### src/hw/rtl/iqd_pkg.sv
// Types, constants and helpers of the request queue dispatcher.
`default_nettype none
package iqd_pkg;

	localparam int QUEUE_DEPTH = 8;
	localparam int IDX_W = (QUEUE_DEPTH > 1) ? $clog2(QUEUE_DEPTH) : 1;

	localparam int CMD_DEPTH = 2;
	localparam int CMD_PTR_W = 1;
	localparam int CMD_CNT_W = 2;

	localparam int IN_TDATA_W = 40;
	localparam int OUT_TDATA_W = 24;

	localparam int ID_LEN = 14;
	localparam int CNT_W = 4;

	typedef enum logic [1:0] {
		KIND_DEVICE = 2'd0,
		KIND_READ   = 2'd1,
		KIND_SET    = 2'd2,
		KIND_NONE   = 2'd3
	} kind_t;

	typedef struct packed {
		kind_t      kind;
		logic [7:0] data_high;
		logic [7:0] data_low;
	} entry_t;

	typedef struct packed {
		kind_t      kind;
		logic [7:0] data_high;
		logic [7:0] data_low;
		logic [7:0] port_a;
		logic [3:0] port_c;
		logic [3:0] port_e;
	} cmd_t;

	function automatic logic [IDX_W-1:0] next_idx(input logic [IDX_W-1:0] idx);
		if (idx == IDX_W'(QUEUE_DEPTH - 1))
			return '0;
		return idx + IDX_W'(1);
	endfunction

	function automatic logic [7:0] id_byte(input logic [CNT_W-1:0] i);
		logic [7:0] b;
		case (i)
			4'd0:    b = 8'h53;
			4'd1:    b = 8'h4F;
			4'd2:    b = 8'h33;
			4'd3:    b = 8'h37;
			4'd4:    b = 8'h31;
			4'd5:    b = 8'h35;
			4'd6:    b = 8'h2D;
			4'd7:    b = 8'h31;
			4'd8:    b = 8'h48;
			4'd9:    b = 8'h2E;
			4'd10:   b = 8'h31;
			4'd11:   b = 8'h31;
			4'd12:   b = 8'h30;
			default: b = 8'h00;
		endcase
		return b;
	endfunction

endpackage
`default_nettype wire

### src/hw/rtl/iqd_front.sv
// Front end: accepts beats, keeps the overwriting request ring, issues service commands.
`default_nettype none
module iqd_front (
	input  wire                               clk,
	input  wire                               arst_n,
	input  wire                               s_tvalid,
	output logic                              s_tready,
	input  wire  [iqd_pkg::IN_TDATA_W-1:0]    s_tdata,
	input  wire                               s_tuser,
	output logic                              cmd_valid,
	input  wire                               cmd_ready,
	output iqd_pkg::cmd_t                     cmd
);

	iqd_pkg::entry_t                  mem [iqd_pkg::QUEUE_DEPTH];
	logic [iqd_pkg::IDX_W-1:0]        head_q, tail_q;
	logic [iqd_pkg::IDX_W-1:0]        tail_nxt;
	logic                             pend_s1;
	iqd_pkg::entry_t                  rd_s1;
	logic [7:0]                       port_a_s1;
	logic [3:0]                       port_c_s1, port_e_s1;
	iqd_pkg::entry_t                  wr_entry;
	logic                             accept, push_acc, svc_acc;

	assign s_tready = !pend_s1 || cmd_ready;
	assign accept   = s_tvalid && s_tready;
	assign push_acc = accept && !s_tuser;
	assign svc_acc  = accept && s_tuser && (head_q != tail_q);
	assign tail_nxt = iqd_pkg::next_idx(tail_q);

	assign wr_entry.kind      = iqd_pkg::kind_t'(s_tdata[1:0]);
	assign wr_entry.data_high = s_tdata[9:2];
	assign wr_entry.data_low  = s_tdata[17:10];

	always_ff @(posedge clk or negedge arst_n) begin
		if (!arst_n) begin
			head_q  <= '0;
			tail_q  <= '0;
			pend_s1 <= 1'b0;
		end else begin
			if (push_acc) begin
				tail_q <= tail_nxt;
				if (tail_nxt == head_q)
					head_q <= iqd_pkg::next_idx(head_q);
			end else if (svc_acc) begin
				head_q <= iqd_pkg::next_idx(head_q);
			end
			if (svc_acc)
				pend_s1 <= 1'b1;
			else if (cmd_ready)
				pend_s1 <= 1'b0;
		end
	end

	always_ff @(posedge clk) begin
		if (push_acc)
			mem[tail_q] <= wr_entry;
		if (svc_acc) begin
			rd_s1     <= mem[head_q];
			port_a_s1 <= s_tdata[25:18];
			port_c_s1 <= s_tdata[29:26];
			port_e_s1 <= s_tdata[33:30];
		end
	end

	assign cmd_valid     = pend_s1;
	assign cmd.kind      = rd_s1.kind;
	assign cmd.data_high = rd_s1.data_high;
	assign cmd.data_low  = rd_s1.data_low;
	assign cmd.port_a    = port_a_s1;
	assign cmd.port_c    = port_c_s1;
	assign cmd.port_e    = port_e_s1;

endmodule
`default_nettype wire

### src/hw/rtl/iqd_cmd_fifo.sv
// Short command queue between front end and back end.
`default_nettype none
module iqd_cmd_fifo (
	input  wire            clk,
	input  wire            arst_n,
	input  wire            in_valid,
	output logic           in_ready,
	input  iqd_pkg::cmd_t  in_cmd,
	output logic           out_valid,
	input  wire            out_ready,
	output iqd_pkg::cmd_t  out_cmd
);

	iqd_pkg::cmd_t                  slots [iqd_pkg::CMD_DEPTH];
	logic [iqd_pkg::CMD_PTR_W-1:0]  wr_ptr_q, rd_ptr_q;
	logic [iqd_pkg::CMD_CNT_W-1:0]  count_q;
	logic                           wr_en, rd_en;

	assign in_ready  = count_q != iqd_pkg::CMD_CNT_W'(iqd_pkg::CMD_DEPTH);
	assign out_valid = count_q != '0;
	assign wr_en     = in_valid && in_ready;
	assign rd_en     = out_valid && out_ready;
	assign out_cmd   = slots[rd_ptr_q];

	always_ff @(posedge clk or negedge arst_n) begin
		if (!arst_n) begin
			wr_ptr_q <= '0;
			rd_ptr_q <= '0;
			count_q  <= '0;
		end else begin
			if (wr_en)
				wr_ptr_q <= wr_ptr_q + iqd_pkg::CMD_PTR_W'(1);
			if (rd_en)
				rd_ptr_q <= rd_ptr_q + iqd_pkg::CMD_PTR_W'(1);
			if (wr_en && !rd_en)
				count_q <= count_q + iqd_pkg::CMD_CNT_W'(1);
			else if (rd_en && !wr_en)
				count_q <= count_q - iqd_pkg::CMD_CNT_W'(1);
		end
	end

	always_ff @(posedge clk) begin
		if (wr_en)
			slots[wr_ptr_q] <= in_cmd;
	end

endmodule
`default_nettype wire

### src/hw/rtl/iqd_back.sv
// Back end: runs service commands, drives the output latches and the result register.
`default_nettype none
module iqd_back (
	input  wire                               clk,
	input  wire                               arst_n,
	input  wire                               cmd_valid,
	output logic                              cmd_ready,
	input  iqd_pkg::cmd_t                     cmd,
	output logic                              m_tvalid,
	input  wire                               m_tready,
	output logic [iqd_pkg::OUT_TDATA_W-1:0]   m_tdata,
	output logic                              m_tuser,
	output logic                              m_tlast
);

	typedef enum logic [1:0] {
		ST_IDLE = 2'b01,
		ST_RUN  = 2'b10
	} state_t;

	state_t                      state_q;
	iqd_pkg::cmd_t               cmd_q;
	logic [iqd_pkg::CNT_W-1:0]   cnt_q;
	logic [7:0]                  latch_b_q, latch_d_q;
	logic                        m_tvalid_q, m_tuser_q, m_tlast_q;
	logic [7:0]                  m_byte_q, m_b_q, m_d_q;
	logic                        out_free;
	logic                        beat_valid, beat_last, beat_set;
	logic [7:0]                  beat_byte, b_nxt, d_nxt;

	assign cmd_ready = state_q == ST_IDLE;
	assign out_free  = !m_tvalid_q || m_tready;

	always_comb begin
		beat_valid = 1'b0;
		beat_last  = 1'b1;
		beat_set   = 1'b0;
		beat_byte  = 8'h00;
		case (cmd_q.kind)
			iqd_pkg::KIND_DEVICE: begin
				beat_valid = 1'b1;
				beat_byte  = iqd_pkg::id_byte(cnt_q);
				beat_last  = cnt_q == iqd_pkg::CNT_W'(iqd_pkg::ID_LEN - 1);
			end
			iqd_pkg::KIND_READ: begin
				beat_valid = 1'b1;
				beat_byte  = (cnt_q == '0) ? cmd_q.port_a : {cmd_q.port_e, cmd_q.port_c};
				beat_last  = cnt_q != '0;
			end
			iqd_pkg::KIND_SET: beat_set = 1'b1;
			default: ;
		endcase
		b_nxt = beat_set ? cmd_q.data_high : latch_b_q;
		d_nxt = beat_set ? cmd_q.data_low : latch_d_q;
	end

	always_ff @(posedge clk or negedge arst_n) begin
		if (!arst_n) begin
			state_q    <= ST_IDLE;
			cnt_q      <= '0;
			latch_b_q  <= 8'h00;
			latch_d_q  <= 8'h00;
			m_tvalid_q <= 1'b0;
		end else begin
			if (state_q == ST_RUN && out_free)
				m_tvalid_q <= 1'b1;
			else if (m_tready)
				m_tvalid_q <= 1'b0;
			case (state_q)
				ST_IDLE: begin
					if (cmd_valid) begin
						cnt_q   <= '0;
						state_q <= ST_RUN;
					end
				end
				ST_RUN: begin
					if (out_free) begin
						latch_b_q  <= b_nxt;
						latch_d_q  <= d_nxt;
						if (beat_last)
							state_q <= ST_IDLE;
						else
							cnt_q <= cnt_q + iqd_pkg::CNT_W'(1);
					end
				end
				default: state_q <= ST_IDLE;
			endcase
		end
	end

	always_ff @(posedge clk) begin
		if (state_q == ST_IDLE && cmd_valid)
			cmd_q <= cmd;
		if (state_q == ST_RUN && out_free) begin
			m_tuser_q <= beat_valid;
			m_tlast_q <= beat_last;
			m_byte_q  <= beat_byte;
			m_b_q     <= b_nxt;
			m_d_q     <= d_nxt;
		end
	end

	assign m_tvalid = m_tvalid_q;
	assign m_tuser  = m_tuser_q;
	assign m_tlast  = m_tlast_q;
	assign m_tdata  = {m_d_q, m_b_q, m_byte_q};

endmodule
`default_nettype wire

### src/hw/rtl/io_request_queue_dispatcher_core.sv
// Top level of the request queue dispatcher.
// Input channel s_*: one beat is either a push (tuser 0) that stores a request in an
// 8-entry ring, or a service step (tuser 1) that pops the oldest request. The ring keeps
// at most seven requests; a push into a full ring drops the oldest one.
// Output channel m_*: one beat per result. tuser marks a byte to transmit, tlast ends
// the results of one service step, tdata also carries both output latch values.
// A push gives no beat. A service step on an empty ring gives none.
// A service step is held in the front stage register before it enters the command queue;
// the back end then loads the command and gives its result beats: 14 beats for the
// identifier, 2 for an input read, 1 for set-outputs or no-action.
// The back end takes no new service step until it has given all result beats of the last.
// Pushes run at one per cycle and continue while the back end works, until the two-entry
// command queue and the front stage fill up with pending service steps.
// When the receiver holds m_tready low, the current beat holds and the back end stops;
// backpressure reaches s_tready only through the command queue.
// Reset clears the ring pointers, both latches and all valid flags; ring contents stay
// undefined until written.
`default_nettype none
module io_request_queue_dispatcher_core (
	input  wire                               clk,
	input  wire                               arst_n,
	input  wire                               s_tvalid,
	output logic                              s_tready,
	// request_kind[1:0], data_high[9:2], data_low[17:10], port_a_pins[25:18],
	// port_c_nibble[29:26], port_e_nibble[33:30], zero[39:34]
	input  wire  [iqd_pkg::IN_TDATA_W-1:0]    s_tdata,
	// operation[0]
	input  wire                               s_tuser,
	output logic                              m_tvalid,
	input  wire                               m_tready,
	// tx_byte[7:0], latch_b_value[15:8], latch_d_value[23:16]
	output logic [iqd_pkg::OUT_TDATA_W-1:0]   m_tdata,
	// byte_valid[0]
	output logic                              m_tuser,
	output logic                              m_tlast
);

	logic           f_valid, f_ready;
	iqd_pkg::cmd_t  f_cmd;
	logic           b_valid, b_ready;
	iqd_pkg::cmd_t  b_cmd;

	iqd_front u_front (
		.clk       (clk),
		.arst_n    (arst_n),
		.s_tvalid  (s_tvalid),
		.s_tready  (s_tready),
		.s_tdata   (s_tdata),
		.s_tuser   (s_tuser),
		.cmd_valid (f_valid),
		.cmd_ready (f_ready),
		.cmd       (f_cmd)
	);

	iqd_cmd_fifo u_fifo (
		.clk       (clk),
		.arst_n    (arst_n),
		.in_valid  (f_valid),
		.in_ready  (f_ready),
		.in_cmd    (f_cmd),
		.out_valid (b_valid),
		.out_ready (b_ready),
		.out_cmd   (b_cmd)
	);

	iqd_back u_back (
		.clk       (clk),
		.arst_n    (arst_n),
		.cmd_valid (b_valid),
		.cmd_ready (b_ready),
		.cmd       (b_cmd),
		.m_tvalid  (m_tvalid),
		.m_tready  (m_tready),
		.m_tdata   (m_tdata),
		.m_tuser   (m_tuser),
		.m_tlast   (m_tlast)
	);

endmodule
`default_nettype wire

### config.mk
export PLATFORM = sky130hd
export DESIGN_NAME = io_request_queue_dispatcher_core
export DESIGN_NICKNAME = d
export VERILOG_FILES = /design/src/hw/rtl/iqd_pkg.sv /design/src/hw/rtl/iqd_front.sv /design/src/hw/rtl/iqd_cmd_fifo.sv /design/src/hw/rtl/iqd_back.sv /design/src/hw/rtl/io_request_queue_dispatcher_core.sv
export SDC_FILE = /design/constraint.sdc
export NUM_CORES = 1
export LEC_CHECK = 0
export BUFFER_PORTS_ARGS = -buffer_cell sky130_fd_sc_hd__buf_2
export CAP_MARGIN = 0
export CORE_MARGIN = 1.5
export CORE_UTILIZATION = 45
export DETAILED_ROUTE_END_ITERATION = 7
export GPL_TIMING_DRIVEN = 0
export PLACE_DENSITY = 0.66
export SLEW_MARGIN = 0
export SYNTH_ARGS = -nofsm -noshare
export SYNTH_HDL_FRONTEND = slang
export SYNTH_HIERARCHICAL = 1
export SYNTH_SLANG_ARGS = --single-unit
### constraint.sdc
create_clock -name clk -period 3.9 [get_ports clk]
set_clock_uncertainty 0.15 [all_clocks]
set_input_delay 0.39 -clock clk [delete_from_list [all_inputs] [get_ports clk]]
set_output_delay 0.39 -clock clk [all_outputs]
set_load 0.02 [all_outputs]
==> flow_summary.html, run 1 <==
<table>
<tr><th>Metric</th><th>Value</th></tr>
<tr><th colspan="2">Status</th></tr>
<tr><td>Status</td><td>complete, no violations</td></tr>
<tr><th colspan="2">Clock tree</th></tr>
<tr><td>Clock Path Buffers</td><td>3</td></tr>
<tr><td>Library cell used as clock root buffer</td><td>sky130_fd_sc_hd__clkbuf_16</td></tr>
<tr><td>Insertion delay of the later-clocked pin in the worst-skew pair</td><td>0.52 ns</td></tr>
<tr><td>Cts bufs inserted</td><td>35</td></tr>
<tr><td>Post-CTS Repair Setup Buffers</td><td>0</td></tr>
<tr><td>Post_cts resized</td><td>0</td></tr>
<tr><td>H-tree Lvls</td><td>2</td></tr>
<tr><td>Hold bufs inserted after CTS</td><td>36</td></tr>
<tr><td>TritonCTS sink count</td><td>340</td></tr>
<tr><td>CTS tree</td><td>yes</td></tr>
<tr><td>Clock-pin transition on the worst setup and hold timing paths</td><td>0.06 ns</td></tr>
<tr><th colspan="2">STA</th></tr>
<tr><td>Worst-Margin Slew</td><td>0.992 ns</td></tr>
<tr><td>Final worst setup slack</td><td>1.18 ns</td></tr>
<tr><td>RSZ-0062 raised after global routing</td><td>no</td></tr>
<tr><td>Setup total negative slack</td><td>0 ns</td></tr>
<tr><td>Post-route minimum period</td><td>between 2 and 3 ns</td></tr>
<tr><td>Fraction of the cycle the final worst path needs</td><td>69.9%</td></tr>
<tr><td>Highest clock rate</td><td>between 300 and 400 MHz</td></tr>
<tr><td>Number of setup violations in the final report</td><td>0</td></tr>
<tr><td>Count of endpoints failing hold in the final timing report</td><td>0</td></tr>
<tr><td>Slew Limit Fails</td><td>0</td></tr>
<tr><td>Max-slew headroom at the worst pin</td><td>33.7%</td></tr>
<tr><th colspan="2">Yosys</th></tr>
<tr><td>Leading post-synthesis cells by cell area</td><td>sky130_fd_sc_hd__edfxtp_1, sky130_fd_sc_hd__dfrtp_1, sky130_fd_sc_hd__mux2_4</td></tr>
<tr><td>Avg Inst Size Synth</td><td>21.1 um2</td></tr>
<tr><td>Register area share after synthesis</td><td>76.0%</td></tr>
<tr><td>Area of the mapped netlist</td><td>approximately 13000 um2</td></tr>
<tr><td>Async SR Flop Fraction</td><td>between 10% and 20%</td></tr>
<tr><td>Most instantiated cells after synthesis</td><td>sky130_fd_sc_hd__edfxtp_1, sky130_fd_sc_hd__mux2_4, sky130_fd_sc_hd__mux2_2, sky130_fd_sc_hd__dfrtp_1, sky130_fd_sc_hd__mux4_2</td></tr>
<tr><td>Gate count after technology mapping</td><td>626</td></tr>
<tr><td>Post-synth EDFFs</td><td>306</td></tr>
<tr><td>Number of warning messages in the yosys log</td><td>6</td></tr>
<tr><td>Number of nets in the synthesized netlist</td><td>683</td></tr>
<tr><td>Netlist cell types</td><td>43</td></tr>
<tr><td>Yosys top cell by area</td><td>sky130_fd_sc_hd__edfxtp_1</td></tr>
<tr><td>Most instantiated library cell after synthesis</td><td>sky130_fd_sc_hd__edfxtp_1</td></tr>
<tr><td>Yosys top cell area share</td><td>69.6%</td></tr>
<tr><td>Number of synthesized register bits</td><td>340</td></tr>
<tr><td>Most common flop cell mapped by yosys</td><td>sky130_fd_sc_hd__edfxtp_1</td></tr>
<tr><th colspan="2">Job</th></tr>
<tr><td>Number of violations of the max-capacitance limit</td><td>0</td></tr>
<tr><th colspan="2">Cells and area</th></tr>
<tr><td>Final standard cell count with taps included and fillers excluded</td><td>around 1200</td></tr>
<tr><td>Nets</td><td>839</td></tr>
<tr><td>ANT cells</td><td>0</td></tr>
<tr><td>Share of final-layout standard cells stronger than drive strength 1</td><td>36.3%</td></tr>
<tr><td>Post-synthesis to final-layout area growth</td><td>19.0%</td></tr>
<tr><th colspan="2">Pwr</th></tr>
<tr><td>Clock power frac</td><td>25.6%</td></tr>
<tr><td>Maximum vdd drop</td><td>~0.00043 V</td></tr>
<tr><td>Power Density</td><td>753 nW/um2</td></tr>
<tr><td>Pleak</td><td>0.00560 uW</td></tr>
<tr><td>Gate power share</td><td>28.7%</td></tr>
<tr><td>Switching Share</td><td>27.8%</td></tr>
<tr><td>Total power consumption of the routed design</td><td>11800 uW</td></tr>
<tr><td>Power spent charging and discharging nets</td><td>~3300 uW</td></tr>
<tr><td>Design internal power</td><td>8550 uW</td></tr>
<tr><td>Fraction of power consumed by sequential logic</td><td>45.7%</td></tr>
<tr><th colspan="2">Global route</th></tr>
<tr><td>GRT Residual Overflow</td><td>0</td></tr>
<tr><td>Vias in the first global route</td><td>6374</td></tr>
<tr><td>Antenna violations before repair</td><td>0</td></tr>
<tr><td>Global-route total usage across every layer</td><td>15.1%</td></tr>
<tr><td>Global-route wire length before repair</td><td>around 35000 um</td></tr>
<tr><td>Pin count of the biggest net entering global routing</td><td>36</td></tr>
<tr><th colspan="2">Placed design</th></tr>
<tr><td>Weighted congestion at the end of routability-driven global placement</td><td>around 0.78</td></tr>
<tr><td>Dpl hpwl</td><td>14600 um</td></tr>
<tr><td>Setup Slack @ Placement</td><td>around 1.2 ns</td></tr>
<tr><td>Number of cells after detailed placement</td><td>1092</td></tr>
<tr><td># port buffers</td><td>66</td></tr>
<tr><th colspan="2">Detailed routing</th></tr>
<tr><td>Detailed-route vias per instance</td><td>roughly 5.1</td></tr>
<tr><td>Initial detailed-routing violation count</td><td>388</td></tr>
<tr><td>First drt pass iteration count</td><td>4</td></tr>
<tr><td>DRC violation count after routing</td><td>0</td></tr>
<tr><td>Remaining number of nets flagged by the antenna check after routing</td><td>0</td></tr>
<tr><td>Total Wirelength</td><td>22400 um</td></tr>
<tr><td>Detailed-route via count</td><td>6064</td></tr>
<tr><td>Drt wl/cell</td><td>18.8 um</td></tr>
<tr><th colspan="2">Worst setup path</th></tr>
<tr><td>Critical path class</td><td>register to register</td></tr>
<tr><td>Element type at the critical path start</td><td>register</td></tr>
<tr><td>Worst path cell trace</td><td>nand2b_1, nand2b_1, nand3b_1, nor4_2, buf_4, buf_4</td></tr>
<tr><td>Delay of the slowest cell on the worst path</td><td>about 0.52 ns</td></tr>
<tr><td>Critical Path Sink Type</td><td>register</td></tr>
<tr><td>Worst endpoint required time</td><td>3.96 ns</td></tr>
<tr><td>Arrival time worst endpoint</td><td>around 2.8 ns</td></tr>
<tr><td>Highest fanout seen on the critical path</td><td>9</td></tr>
<tr><td>Standard cell with the maximum stage delay on the critical path</td><td>sky130_fd_sc_hd__nor4_2</td></tr>
<tr><th colspan="2">Floorplan</th></tr>
<tr><td>Floorplan row count</td><td>62</td></tr>
<tr><td>Die height</td><td>174 um</td></tr>
<tr><td>Core Area</td><td>28800 um2</td></tr>
<tr><td>Effective utilization at floorplan</td><td>45.9%</td></tr>
<tr><td>Total I/O pin count</td><td>73</td></tr>
<tr><td>Die ar.</td><td>30400 um2</td></tr>
<tr><td>Die Wd</td><td>around 170 um</td></tr>
<tr><th colspan="2">Min path</th></tr>
<tr><td>Kind of path behind the tightest hold check</td><td>input port to register</td></tr>
</table>
-- per-stage QoR --
stage                     util, %  instance area [um2]  hold slack (ns)
final                        54.6                15700            0.207
after global routing         54.6                15700            0.217
after CTS                    54.5                15700            0.171
after detailed placement     49.6                14300            0.282
after global placement       48.7                14000            0.274
after floorplan                 -                13200          -0.0556
-- layout make-up --
type                            instances  area (um2)
Fill cell                            2155       13100
Sequential cell                       340       10000
Multi-Input combinational cell        252        2970
Clock buffer                           46         937
Timing Repair Buffer                  119         931
Tap cell                              384         480
Buffer                                 26         228
Clock inverter                         16         113
Inverter                                8        30.0
-- logic make-up (layout without fill, tap and decap cells) --
family / count (synthesis) / after routing / synth area share, %
DFF: 340 / 340 / 76.0
buffers and inverters: 34 / 215 / 1.95
and+or+nand+nor: 67 / 67 / 2.77
adders and majority gates: 12 / 12 / 1.14
AOI/OAI and AO/OA: 25 / 25 / 1.21
xor gates and xnor gates: 10 / 10 / 0.663
muxes: 138 / 138 / 16.3
-- metal layers --
layer | track usage, % | vias up | share of wire (%)
li1 | - | 2803 | -
met1 | 19.5 | 3030 | 42
met2 | 25.2 | 182 | 49
met3 | 3.04 | 49 | 6.3
met4 | 6.14 | 0 | 2.9
met5 | 0 | - | 0
-- layout by cell type (no fill, tap or decap), types with 4 or more instances in the layout --
master,instances
sky130_fd_sc_hd__dfrtp_1,33
sky130_fd_sc_hd__a211oi_1,5
sky130_fd_sc_hd__clkinv_1,5
sky130_fd_sc_hd__nand2b_1,6
sky130_fd_sc_hd__clkbuf_1,13
sky130_fd_sc_hd__nor2b_1,6
sky130_fd_sc_hd__nand3b_1,4
sky130_fd_sc_hd__buf_12,5
sky130_fd_sc_hd__ha_1,12
sky130_fd_sc_hd__nand3_1,5
sky130_fd_sc_hd__buf_4,5
sky130_fd_sc_hd__mux4_2,31
sky130_fd_sc_hd__xnor2_1,5
sky130_fd_sc_hd__xor2_1,5
sky130_fd_sc_hd__nor2_2,5
sky130_fd_sc_hd__mux4_1,5
sky130_fd_sc_hd__nor3_2,4
sky130_fd_sc_hd__buf_6,10
sky130_fd_sc_hd__edfxtp_1,306
sky130_fd_sc_hd__mux2_2,43
sky130_fd_sc_hd__nor2_1,7
sky130_fd_sc_hd__inv_1,7
sky130_fd_sc_hd__or3_1,4
sky130_fd_sc_hd__clkbuf_16,35
sky130_fd_sc_hd__mux2i_1,10
sky130_fd_sc_hd__o21ai_0,6
sky130_fd_sc_hd__clkinv_2,6
sky130_fd_sc_hd__a21oi_1,5
sky130_fd_sc_hd__buf_8,4
sky130_fd_sc_hd__dlygate4sd3_1,36
sky130_fd_sc_hd__nand2_1,14
sky130_fd_sc_hd__buf_2,78
sky130_fd_sc_hd__mux2_4,49
-- sequential cells by signal, summed over array words and instances, names as in the netlist, 3 cells and up --
register and cells:
u_front/head_q 3, u_fifo/slots 68, u_back/cmd_q 34, u_back/cnt_q 4
u_front/port_c_s1 4, u_front/mem 144, u_front/port_e_s1 4, u_front/cmd 18
u_back/m_b_q 8, u_front/tail_q 3, u_front/port_a_s1 8, u_back/m_byte_q 8
u_back/m_d_q 8, u_back/latch_b_q 8, u_back/latch_d_q 8
-- final timing paths --
path                                        start                   to  cells after the start  slack (ns)
min in group asynchronous                  arst_n      u_back/cnt_q[3]                      2        0.38
worst min-delay path                     s_tvalid    u_front/cmd_valid                      3        0.21
worst max register to register  u_fifo/count_q[0]   u_front/mem[0][12]                      6        1.18
worst max-delay path            u_fifo/count_q[0]   u_front/mem[0][12]                      6        1.18
max in group asynchronous                  arst_n    u_front/tail_q[2]                      2        2.71
worst min register to register    u_front/cmd[18]  u_fifo/slots[1][18]                      0        0.29
-- worst max-delay path: cells and delay by family, from the launching register on --
kind | cells | cell delay [ns]
buffers and inverters | 2 | 0.46
AND/OR/NAND/NOR | 4 | 1.42
flip-flops | 1 | 0.41
-- power by group through the flow --
stage	clock, uW	combinational (uW)	sequential [uW]
after floorplan	0	2420	5480
after global placement	0	3170	5470
after detailed placement	0	3360	5490
after CTS	3120	3410	5430
after global routing	3260	3670	5490
final	3040	3400	5410
Power figures use the tool's default switching activity.
==> run 2: changes to the inputs <==
Settings changed: ABC_AREA from default to 1.
Clock period 3.9 ns to 2.63 ns, I/O delays scaled along.
==> run 2 against run 1 <==
  * Synthesized area is 1.2% higher
  * Critical endpoint is now u_front/mem[7][10]
  * Utilization up 0.22 points
  * Clock power up 55%
  * Non-clock buffer count increased by 11
  * Sequential cell count unchanged
  * Largest power group unchanged
==> flow_summary.html, run 2 <==
<table>
<tr><th>Metric</th><th>Value</th></tr>
<tr><th colspan="2">Detailed routing</th></tr>
<tr><td>DRC violation count after routing</td><td>0 (unchanged)</td></tr>
<tr><td>Total Wirelength</td><td>26200 um (+17%)</td></tr>
<tr><td>Remaining number of nets flagged by the antenna check after routing</td><td>0 (unchanged)</td></tr>
<tr><td>Detailed-route via count</td><td>7909 (+30%)</td></tr>
<tr><td>First drt pass iteration count</td><td>4 (unchanged)</td></tr>
<tr><td>Drt wl/cell</td><td>16.6 um (-12%)</td></tr>
<tr><td>Initial detailed-routing violation count</td><td>697 (+80%)</td></tr>
<tr><td>Detailed-route vias per instance</td><td>5.02 (-1.4%)</td></tr>
<tr><th colspan="2">Status</th></tr>
<tr><td>Status</td><td>complete, no violations</td></tr>
<tr><th colspan="2">Global route</th></tr>
<tr><td>Pin count of the biggest net entering global routing</td><td>36 (unchanged)</td></tr>
<tr><td>Antenna violations before repair</td><td>0 (unchanged)</td></tr>
<tr><td>GRT Residual Overflow</td><td>0 (unchanged)</td></tr>
<tr><td>Global-route total usage across every layer</td><td>17.4% (+2.3 points)</td></tr>
<tr><td>Vias in the first global route</td><td>8009 (+26%)</td></tr>
<tr><td>Global-route wire length before repair</td><td>41800 um (+19%)</td></tr>
<tr><th colspan="2">Cells and area</th></tr>
<tr><td>ANT cells</td><td>0 (unchanged)</td></tr>
<tr><td>Largest registers ranked by flip-flop count</td><td>u_front/mem x144, u_fifo/slots x68, u_back/cmd_q x34</td></tr>
<tr><td>Final standard cell area without fillers</td><td>15900 um2 (+0.94%)</td></tr>
<tr><td>Filler Cells Inserted</td><td>2332 (+8.2%)</td></tr>
<tr><td>Nets</td><td>1223 (+46%)</td></tr>
<tr><td>Max FFs per register</td><td>144 (unchanged)</td></tr>
<tr><td>Commonest non-fill, non-tap cells in the layout</td><td>sky130_fd_sc_hd__edfxtp_1, sky130_fd_sc_hd__nand2_1, sky130_fd_sc_hd__nor2_1</td></tr>
<tr><td>Register with the most flip-flops</td><td>u_front/mem</td></tr>
<tr><td>Share of final-layout standard cells stronger than drive strength 1</td><td>18.9% (-17 points)</td></tr>
<tr><td>Area used by multi-input combinational logic</td><td>2770 um2 (-6.5%)</td></tr>
<tr><td>Post-synthesis to final-layout area growth</td><td>18.7%</td></tr>
<tr><td>Register area</td><td>10000 um2 (unchanged)</td></tr>
<tr><td>Commonest non-fill, non-tap cell in the layout</td><td>sky130_fd_sc_hd__edfxtp_1</td></tr>
<tr><td>Utilization of the core after routing</td><td>54.9% (+0.22 points)</td></tr>
<tr><th colspan="2">Yosys</th></tr>
<tr><td>Number of warning messages in the yosys log</td><td>6 (unchanged)</td></tr>
<tr><td>Avg Inst Size Synth</td><td>13.1 um2 (-38%)</td></tr>
<tr><td>Yosys top cell area share</td><td>68.7% (-0.82 points)</td></tr>
<tr><td>Most common flop cell mapped by yosys</td><td>sky130_fd_sc_hd__edfxtp_1</td></tr>
<tr><td>Netlist cell types</td><td>30 (-30%)</td></tr>
<tr><td>Leading post-synthesis cells by cell area</td><td>sky130_fd_sc_hd__edfxtp_1, sky130_fd_sc_hd__nand2_1, sky130_fd_sc_hd__dfrtp_1</td></tr>
<tr><td>Register area share after synthesis</td><td>75.1% (-0.90 points)</td></tr>
<tr><td>Area of the mapped netlist</td><td>13400 um2 (+1.2%)</td></tr>
<tr><td>Gate count after technology mapping</td><td>1017 (+62%)</td></tr>
<tr><td>Async SR Flop Fraction</td><td>10.0% (unchanged)</td></tr>
<tr><td>Most instantiated cells after synthesis</td><td>sky130_fd_sc_hd__edfxtp_1, sky130_fd_sc_hd__nand2_1, sky130_fd_sc_hd__nor2_1, sky130_fd_sc_hd__o21ai_0, sky130_fd_sc_hd__inv_1</td></tr>
<tr><td>Post-synth EDFFs</td><td>306 (unchanged)</td></tr>
<tr><td>Yosys top cell by area</td><td>sky130_fd_sc_hd__edfxtp_1</td></tr>
<tr><td>Number of nets in the synthesized netlist</td><td>1074 (+57%)</td></tr>
<tr><td>Number of synthesized register bits</td><td>340 (unchanged)</td></tr>
<tr><td>Most instantiated library cell after synthesis</td><td>sky130_fd_sc_hd__edfxtp_1</td></tr>
<tr><th colspan="2">STA</th></tr>
<tr><td>RSZ-0062 raised after global routing</td><td>yes</td></tr>
<tr><td>Slew Limit Fails</td><td>0 (unchanged)</td></tr>
<tr><td>Worst-Margin Slew</td><td>1.22 ns (+0.229 ns)</td></tr>
<tr><td>Post-route minimum period</td><td>2.48 ns (-0.240 ns)</td></tr>
<tr><td>Number of setup violations in the final report</td><td>0 (unchanged)</td></tr>
<tr><td>Max-slew headroom at the worst pin</td><td>18.5% (-15 points)</td></tr>
<tr><td>Count of endpoints failing hold in the final timing report</td><td>0 (unchanged)</td></tr>
<tr><td>Fraction of the cycle the final worst path needs</td><td>94.5% (+25 points)</td></tr>
<tr><td>Highest clock rate</td><td>403 MHz (+9.7%)</td></tr>
<tr><th colspan="2">Floorplan</th></tr>
<tr><td>Floorplan row count</td><td>62 (unchanged)</td></tr>
<tr><td>Total I/O pin count</td><td>73 (unchanged)</td></tr>
<tr><td>Die height</td><td>175 um (+0.59%)</td></tr>
<tr><td>Die ar.</td><td>30800 um2 (+1.2%)</td></tr>
<tr><td>Effective utilization at floorplan</td><td>46.2% (+0.30 points)</td></tr>
<tr><td>Core Area</td><td>28900 um2 (+0.54%)</td></tr>
<tr><td>Die Wd</td><td>175 um (+0.59%)</td></tr>
<tr><th colspan="2">Clock tree</th></tr>
<tr><td>H-tree Lvls</td><td>2 (unchanged)</td></tr>
<tr><td>Cts bufs inserted</td><td>34 (-2.9%)</td></tr>
<tr><td>TritonCTS sink count</td><td>340 (unchanged)</td></tr>
<tr><td>Post-CTS Repair Setup Buffers</td><td>0 (unchanged)</td></tr>
<tr><td>Insertion delay of the later-clocked pin in the worst-skew pair</td><td>0.52 ns (about the same)</td></tr>
<tr><td>Clock-pin transition on the worst setup and hold timing paths</td><td>0.06 ns (about the same)</td></tr>
<tr><td>CTS tree</td><td>yes</td></tr>
<tr><td>Clock Path Buffers</td><td>3 (unchanged)</td></tr>
<tr><td>Library cell used as clock root buffer</td><td>sky130_fd_sc_hd__clkbuf_16</td></tr>
<tr><th colspan="2">Job</th></tr>
<tr><td>Number of violations of the max-capacitance limit</td><td>0 (unchanged)</td></tr>
<tr><th colspan="2">Worst setup path</th></tr>
<tr><td>Element type at the critical path start</td><td>register</td></tr>
<tr><td>Critical Path Sink Type</td><td>register</td></tr>
<tr><td>Worst endpoint required time</td><td>2.68 ns (-1.28 ns)</td></tr>
<tr><td>Highest fanout seen on the critical path</td><td>10 (+1)</td></tr>
<tr><td>Setup slack on the worst flop-to-flop path</td><td>0.15 ns (-1.03 ns)</td></tr>
<tr><td>Arrival time worst endpoint</td><td>2.54 ns (-0.24 ns)</td></tr>
<tr><td>Critical path class</td><td>register to register</td></tr>
<tr><th colspan="2">Placed design</th></tr>
<tr><td>Cell area after placement</td><td>14400 um2 (+0.79%)</td></tr>
<tr><td>Dpl hpwl</td><td>17300 um (+18%)</td></tr>
<tr><td># port buffers</td><td>66 (unchanged)</td></tr>
<tr><td>Weighted congestion at the end of routability-driven global placement</td><td>0.809 (+4.1%)</td></tr>
<tr><th colspan="2">Pwr</th></tr>
<tr><td>Pleak</td><td>0.00599 uW (+7.0%)</td></tr>
<tr><td>Maximum vdd drop</td><td>0.000644 V (+51%)</td></tr>
<tr><td>Power Density</td><td>1120 nW/um2 (+49%)</td></tr>
<tr><th colspan="2">Min path</th></tr>
<tr><td>Kind of path behind the tightest hold check</td><td>input port to register</td></tr>
</table>
==> run 2: cell count changes in the layout (fill, tap and decap cells not counted), moves of 8 or more <==
cell                      delta
sky130_fd_sc_hd__a21oi_2    +17
sky130_fd_sc_hd__buf_6       +8
sky130_fd_sc_hd__inv_1      +43
sky130_fd_sc_hd__mux2_2     -43
sky130_fd_sc_hd__mux2_4     -49
sky130_fd_sc_hd__mux2i_1    -10
sky130_fd_sc_hd__mux4_2     -31
sky130_fd_sc_hd__nand2_1   +212
sky130_fd_sc_hd__nand2_2    +18
sky130_fd_sc_hd__nand3_1     +8
sky130_fd_sc_hd__nor2_1    +102
sky130_fd_sc_hd__o21ai_0    +57
sky130_fd_sc_hd__o21ai_1    +45
sky130_fd_sc_hd__o22ai_1    +37
==> run 2: final cells by class <==
cell class / count / share of cell area [%]
clock inverters: 18 / 1.19
well taps: 384 / 3.03
flip-flops and latches: 340 / 63.3
repair buffers: 113 / 5.58
multi-input cells: 577 / 17.5
inverters: 57 / 1.42
clock buffers: 44 / 5.73
plain buffers: 43 / 2.32
==> run 2: layer usage <==
layer | vias up | share of wire, % | global-route usage, %
met4 | 0 | 3.5 | 7.26
met5 | - | 0 | 0
met1 | 3762 | 42 | 21.7
met2 | 234 | 50 | 30.1
met3 | 66 | 5.2 | 3.10
li1 | 3847 | - | -
==> run 2: cell families after synthesis <==
| logic type | synth area share (%) |
|---|---|
| buffers and inverters | 4.41 |
| AO/OA/AOI/OAI | 7.35 |
| adder cells (fa/ha/maj) | 1.12 |
| flip-flops | 75.1 |
| XOR/XNOR | 0.197 |
| AND/OR/NAND/NOR | 11.8 |
==> run 2: what timing repair did <==
item | CTS | global route
hold endpoints to repair | 197 | 0
hold buffers | 37 | 0
endpoints found under the setup margin | 3 | 13
gates resized for setup | 1 | 0
==> run 2: per-stage QoR <==
stage | hold slack, ns | setup TNS [ns] | total power, uW | worst slack [ns] | std cells
3_5_place_dp | 0.262 | 0 | 13100 | 0.0115 | 1477
6_report | 0.0513 | 0 | 17800 | 0.146 | 1576
2_1_floorplan | -0.183 | 0 | 11400 | 0.0505 | 1017
4_1_cts | 0.0507 | 0 | 17900 | 0.0911 | 1576
5_1_grt | 0.110 | -0.194 | 18800 | -0.0225 | 1576
3_3_place_gp | 0.261 | -124.75 | 12800 | -0.658 | 1467
==> run 2: power breakdown <==
group / leakage (uW) / total [uW] / switching [uW] / internal, uW
combinational: 0.00224 / 5220 / 3510 / 1710
sequential: 0.00323 / 7850 / 397 / 7450
clock: 0.000528 / 4710 / 1950 / 2760
==> run 2: worst paths after layout <==
kind,from,to,cells after the start
max,u_fifo/count_q[0],u_front/mem[7][10],9
min,s_tvalid,u_front/tail_q[1],5
max reg2reg,u_fifo/count_q[0],u_front/mem[7][10],9
min reg2reg,u_front/port_a_s1[1],u_fifo/slots[0][9],0
max in group asynchronous,arst_n,u_back/latch_b_q[3],2
min in group asynchronous,arst_n,u_front/tail_q[0],2
==> run 2: worst max-delay path, cell delays in order, from the launching register on <==
cell and delay, ns:
sky130_fd_sc_hd__dfrtp_1 0.39, sky130_fd_sc_hd__inv_2 0.07, sky130_fd_sc_hd__nand2_2 0.07, sky130_fd_sc_hd__inv_1 0.04
sky130_fd_sc_hd__nand2_1 0.10, sky130_fd_sc_hd__nand2_1 0.12, sky130_fd_sc_hd__nor2_4 0.20, sky130_fd_sc_hd__nand2_1 0.20
sky130_fd_sc_hd__nor2_2 0.58, sky130_fd_sc_hd__buf_8 0.24
==> run 3: changes to the inputs <==
Settings changed: BUFFER_PORTS_ARGS -buffer_cell sky130_fd_sc_hd__buf_2 to default, DONT_BUFFER_PORTS from default to 1, PLACE_DENSITY 0.66 to 0.64.
==> run 3 against run 2 <==
  * Non-clock buffer count decreased by 63
  * Clock-buffer cell count is 1 lower
  * Critical path depth stayed put
  * Largest cell class unchanged
  * Sequential power increased by 2%
  * Total power is 0.83% lower
  * Final cell count is 3.9% lower
  * Worst hold slack improved by 0.046 ns
  * Cell area is 1.9% lower
  * Via count decreased by 3.5%
==> flow_summary.html, run 3 (synthesized netlist as in run 2, its figures left out) <==
<table>
<tr><th>Metric</th><th>Value</th></tr>
<tr><th colspan="2">STA</th></tr>
<tr><td>Max-slew headroom at the worst pin</td><td>23.0% (+4.5 points)</td></tr>
<tr><td>Worst-Margin Slew</td><td>1.15 ns (-0.0669 ns)</td></tr>
<tr><td>Post-route minimum period</td><td>2.54 ns (+0.0595 ns)</td></tr>
<tr><td>Setup total negative slack</td><td>0 ns (unchanged)</td></tr>
<tr><td>Number of setup violations in the final report</td><td>0 (unchanged)</td></tr>
<tr><td>Final worst setup slack</td><td>0.0865 ns (-0.0595 ns)</td></tr>
<tr><td>Highest clock rate</td><td>393 MHz (-2.3%)</td></tr>
<tr><td>RSZ-0062 raised after global routing</td><td>yes</td></tr>
<tr><td>Slew Limit Fails</td><td>0 (unchanged)</td></tr>
<tr><td>Fraction of the cycle the final worst path needs</td><td>96.7% (+2.3 points)</td></tr>
<tr><td>Count of endpoints failing hold in the final timing report</td><td>0 (unchanged)</td></tr>
<tr><td>Worst hold slack after final layout</td><td>0.0973 ns (+0.0460 ns)</td></tr>
<tr><th colspan="2">Global route</th></tr>
<tr><td>Most used routing layer</td><td>met2</td></tr>
<tr><td>Global-route wire length before repair</td><td>40600 um (-2.9%)</td></tr>
<tr><td>Global-route total usage across every layer</td><td>17.1% (-0.38 points)</td></tr>
<tr><td>Fraction of met1 tracks used by global routing</td><td>22.1% (+0.41 points)</td></tr>
<tr><td>Pin count of the biggest net entering global routing</td><td>36 (unchanged)</td></tr>
<tr><td>Vias in the first global route</td><td>7648 (-4.5%)</td></tr>
<tr><td>Antenna violations before repair</td><td>1 (+1)</td></tr>
<tr><td>Met3 layer usage reported by global route</td><td>3.18% (+0.087 points)</td></tr>
<tr><td>Global-route track usage on met2</td><td>29.0% (-1.2 points)</td></tr>
<tr><td>GRT Residual Overflow</td><td>0 (unchanged)</td></tr>
<tr><th colspan="2">Cells and area</th></tr>
<tr><td>Largest registers ranked by flip-flop count</td><td>u_front/mem x144, u_fifo/slots x68, u_back/cmd_q x34</td></tr>
<tr><td>Utilization of the core after routing</td><td>53.8% (-1.0 points)</td></tr>
<tr><td>Filler Cells Inserted</td><td>2352 (+0.86%)</td></tr>
<tr><td>Share of final-layout standard cells stronger than drive strength 1</td><td>14.1% (-4.8 points)</td></tr>
<tr><td>Post-synthesis to final-layout area growth</td><td>16.5%</td></tr>
<tr><td>Commonest non-fill, non-tap cells in the layout</td><td>sky130_fd_sc_hd__edfxtp_1, sky130_fd_sc_hd__nand2_1, sky130_fd_sc_hd__nor2_1</td></tr>
<tr><td>Nets</td><td>1162 (-5.0%)</td></tr>
<tr><td>Commonest non-fill, non-tap cell in the layout</td><td>sky130_fd_sc_hd__edfxtp_1</td></tr>
<tr><td>Max FFs per register</td><td>144 (unchanged)</td></tr>
<tr><td>Register with the most flip-flops</td><td>u_front/mem</td></tr>
<tr><th colspan="2">Detailed routing</th></tr>
<tr><td>First drt pass iteration count</td><td>5 (+1)</td></tr>
<tr><td>Initial detailed-routing violation count</td><td>618 (-11%)</td></tr>
<tr><td>Detailed-route vias per instance</td><td>5.04 (+0.49%)</td></tr>
<tr><td>Detailed-route via count</td><td>7635 (-3.5%)</td></tr>
<tr><td>DRC violation count after routing</td><td>0 (unchanged)</td></tr>
<tr><td>Drt wl/cell</td><td>17.2 um (+3.5%)</td></tr>
<tr><td>Remaining number of nets flagged by the antenna check after routing</td><td>0 (unchanged)</td></tr>
<tr><td>Total Wirelength</td><td>26100 um (-0.61%)</td></tr>
<tr><th colspan="2">Worst setup path</th></tr>
<tr><td>Delay of the slowest cell on the worst path</td><td>0.53 ns (-0.05 ns)</td></tr>
<tr><td>Worst endpoint required time</td><td>2.69 ns (about the same)</td></tr>
<tr><td>Standard cell with the maximum stage delay on the critical path</td><td>sky130_fd_sc_hd__nor2_2</td></tr>
<tr><td>Critical Path Sink Type</td><td>register</td></tr>
<tr><td>Critical path class</td><td>register to register</td></tr>
<tr><td>Critical path's top delay family</td><td>simple AND/OR/NAND/NOR gates</td></tr>
<tr><td>Cell type with the highest occurrence count on the critical path</td><td>sky130_fd_sc_hd__nand2_1</td></tr>
<tr><td>Element type at the critical path start</td><td>register</td></tr>
<tr><td>Worst path cell trace</td><td>inv_2, nand2_2, inv_1, nand2_1, nand2_1, nor2_4, nand2_1, nor2_2, buf_8</td></tr>
<tr><td>Arrival time worst endpoint</td><td>2.60 ns (+0.06 ns)</td></tr>
<tr><td>Number of buffer and inverter instances along the worst setup path</td><td>3 (unchanged)</td></tr>
<tr><td>Highest fanout seen on the critical path</td><td>10 (unchanged)</td></tr>
<tr><th colspan="2">Floorplan</th></tr>
<tr><td>Effective utilization at floorplan</td><td>46.2% (unchanged)</td></tr>
<tr><td>Total I/O pin count</td><td>73 (unchanged)</td></tr>
<tr><td>Die ar.</td><td>30800 um2 (unchanged)</td></tr>
<tr><td>Floorplan row count</td><td>62 (unchanged)</td></tr>
<tr><td>Die height</td><td>175 um (unchanged)</td></tr>
<tr><td>Die Wd</td><td>175 um (unchanged)</td></tr>
<tr><td>Core Area</td><td>28900 um2 (unchanged)</td></tr>
<tr><th colspan="2">Status</th></tr>
<tr><td>Status</td><td>complete, no violations</td></tr>
<tr><th colspan="2">Clock tree</th></tr>
<tr><td>Library cell used as clock root buffer</td><td>sky130_fd_sc_hd__clkbuf_16</td></tr>
<tr><td>TritonCTS sink count</td><td>340 (unchanged)</td></tr>
<tr><td>Cts bufs inserted</td><td>35 (+2.9%)</td></tr>
<tr><td>Clock Path Buffers</td><td>3 (unchanged)</td></tr>
<tr><td>CTS tree</td><td>yes</td></tr>
<tr><td>Clock-pin transition on the worst setup and hold timing paths</td><td>0.06 ns (about the same)</td></tr>
<tr><td>H-tree Lvls</td><td>2 (unchanged)</td></tr>
<tr><td>Insertion delay of the later-clocked pin in the worst-skew pair</td><td>0.50 ns (-0.02 ns)</td></tr>
<tr><th colspan="2">Placed design</th></tr>
<tr><td>Weighted congestion at the end of routability-driven global placement</td><td>0.816 (+0.90%)</td></tr>
<tr><td>Dpl hpwl</td><td>17000 um (-1.6%)</td></tr>
<tr><td>Setup Slack @ Placement</td><td>-0.209 ns (-0.220 ns)</td></tr>
<tr><td># port buffers</td><td>0 (-100%)</td></tr>
<tr><th colspan="2">Pwr</th></tr>
<tr><td>Total power consumption of the routed design</td><td>17600 uW (-0.83%)</td></tr>
<tr><td>Power Density</td><td>1130 nW/um2 (+1.1%)</td></tr>
<tr><td>Maximum vdd drop</td><td>0.000577 V (-10%)</td></tr>
<tr><td>Pleak</td><td>0.00574 uW (-4.2%)</td></tr>
<tr><th colspan="2">Job</th></tr>
<tr><td>Number of violations of the max-capacitance limit</td><td>0 (unchanged)</td></tr>
<tr><th colspan="2">Min path</th></tr>
<tr><td>Kind of path behind the tightest hold check</td><td>input port to async pin</td></tr>
</table>
==> run 3: cell types whose count changed in the layout (fill, tap and decap cells not counted), sizes merged <==
| cell | before | now |
|---|---|---|
| buf | 112 | 47 |
| bufinv | 3 | 2 |
| clkbuf | 51 | 50 |
| clkinvlp | 3 | 4 |
| diode | 0 | 2 |
| dlygate4sd3 | 37 | 39 |
==> run 3: path summary, 6_finish.rpt <==
| kind | start | to | slack, ns | depth (start not counted) |
|---|---|---|---|---|
| worst max-delay path | u_fifo/count_q[0] | u_front/mem[1][9] | 0.09 | 9 |
| worst min-delay path | arst_n | u_back/cnt_q[0] | 0.1 | 2 |
| worst max register to register | u_fifo/count_q[0] | u_front/mem[1][9] | 0.09 | 9 |
| worst min register to register | u_front/cmd[29] | u_fifo/slots[1][29] | 0.29 | 0 |
| max in group asynchronous | arst_n | u_back/state_q[0] | 1.99 | 2 |
| min in group clk | s_tdata[29] | u_front/port_c_s1[3] | 0.25 | 1 |
==> run 3: routing by layer <==
metal | wire length [um] | part of all wire [%] | up-vias
met2 | 13000 | 50 | 220
li1 | - | - | 3727
met4 | 530 | 2.0 | 0
met3 | 1480 | 5.7 | 44
met5 | 0 | 0 | -
met1 | 11100 | 43 | 3644
==> run 3: worst reg2reg max path: cells and delay by family, from the launching register on <==
| kind | cells | cell delay, ns |
|---|---|---|
| buf+inv | 3 | 0.35 |
| flops | 1 | 0.40 |
| simple gates | 6 | 1.36 |
==> run 3: power breakdown <==
group / internal [uW] / switching (uW)
combinational: 1620 / 3340
sequential: 7460 / 543
clock: 2750 / 1920
==> run 3: cell type report <==
type / instances / area, um2 / area share, %
Clock inverter: 17 / 133 / 0.852
Inverter: 57 / 225 / 1.45
Sequential cell: 340 / 10000 / 64.5
Clock buffer: 43 / 948 / 6.09
Timing Repair inverter: 1 / 7.51 / 0.0482
Antenna cell: 2 / 5.00 / 0.0321
Buffer: 43 / 368 / 2.36
Multi-Input combinational cell: 577 / 2790 / 17.9
Timing Repair Buffer: 50 / 571 / 3.66
Tap cell: 384 / 480 / 3.09
==> run 3: what timing repair did <==
action                                  4_1_cts  5_1_grt
hold endpoints to repair                    206        0
buffers inserted                              0        0
cloned                                        0        1
pin swaps                                     0        0
resized for setup                             2        4
endpoints found under the setup margin       76       99
hold buffers                                 40        0
==> run 3: metrics by stage <==
step / cell area [um2] / cells
final: 15600 / 1514
after global routing: 15600 / 1513
after CTS: 15500 / 1511
after detailed placement: 14000 / 1411
after global placement: 13800 / 1401
after floorplan: 13400 / 1017
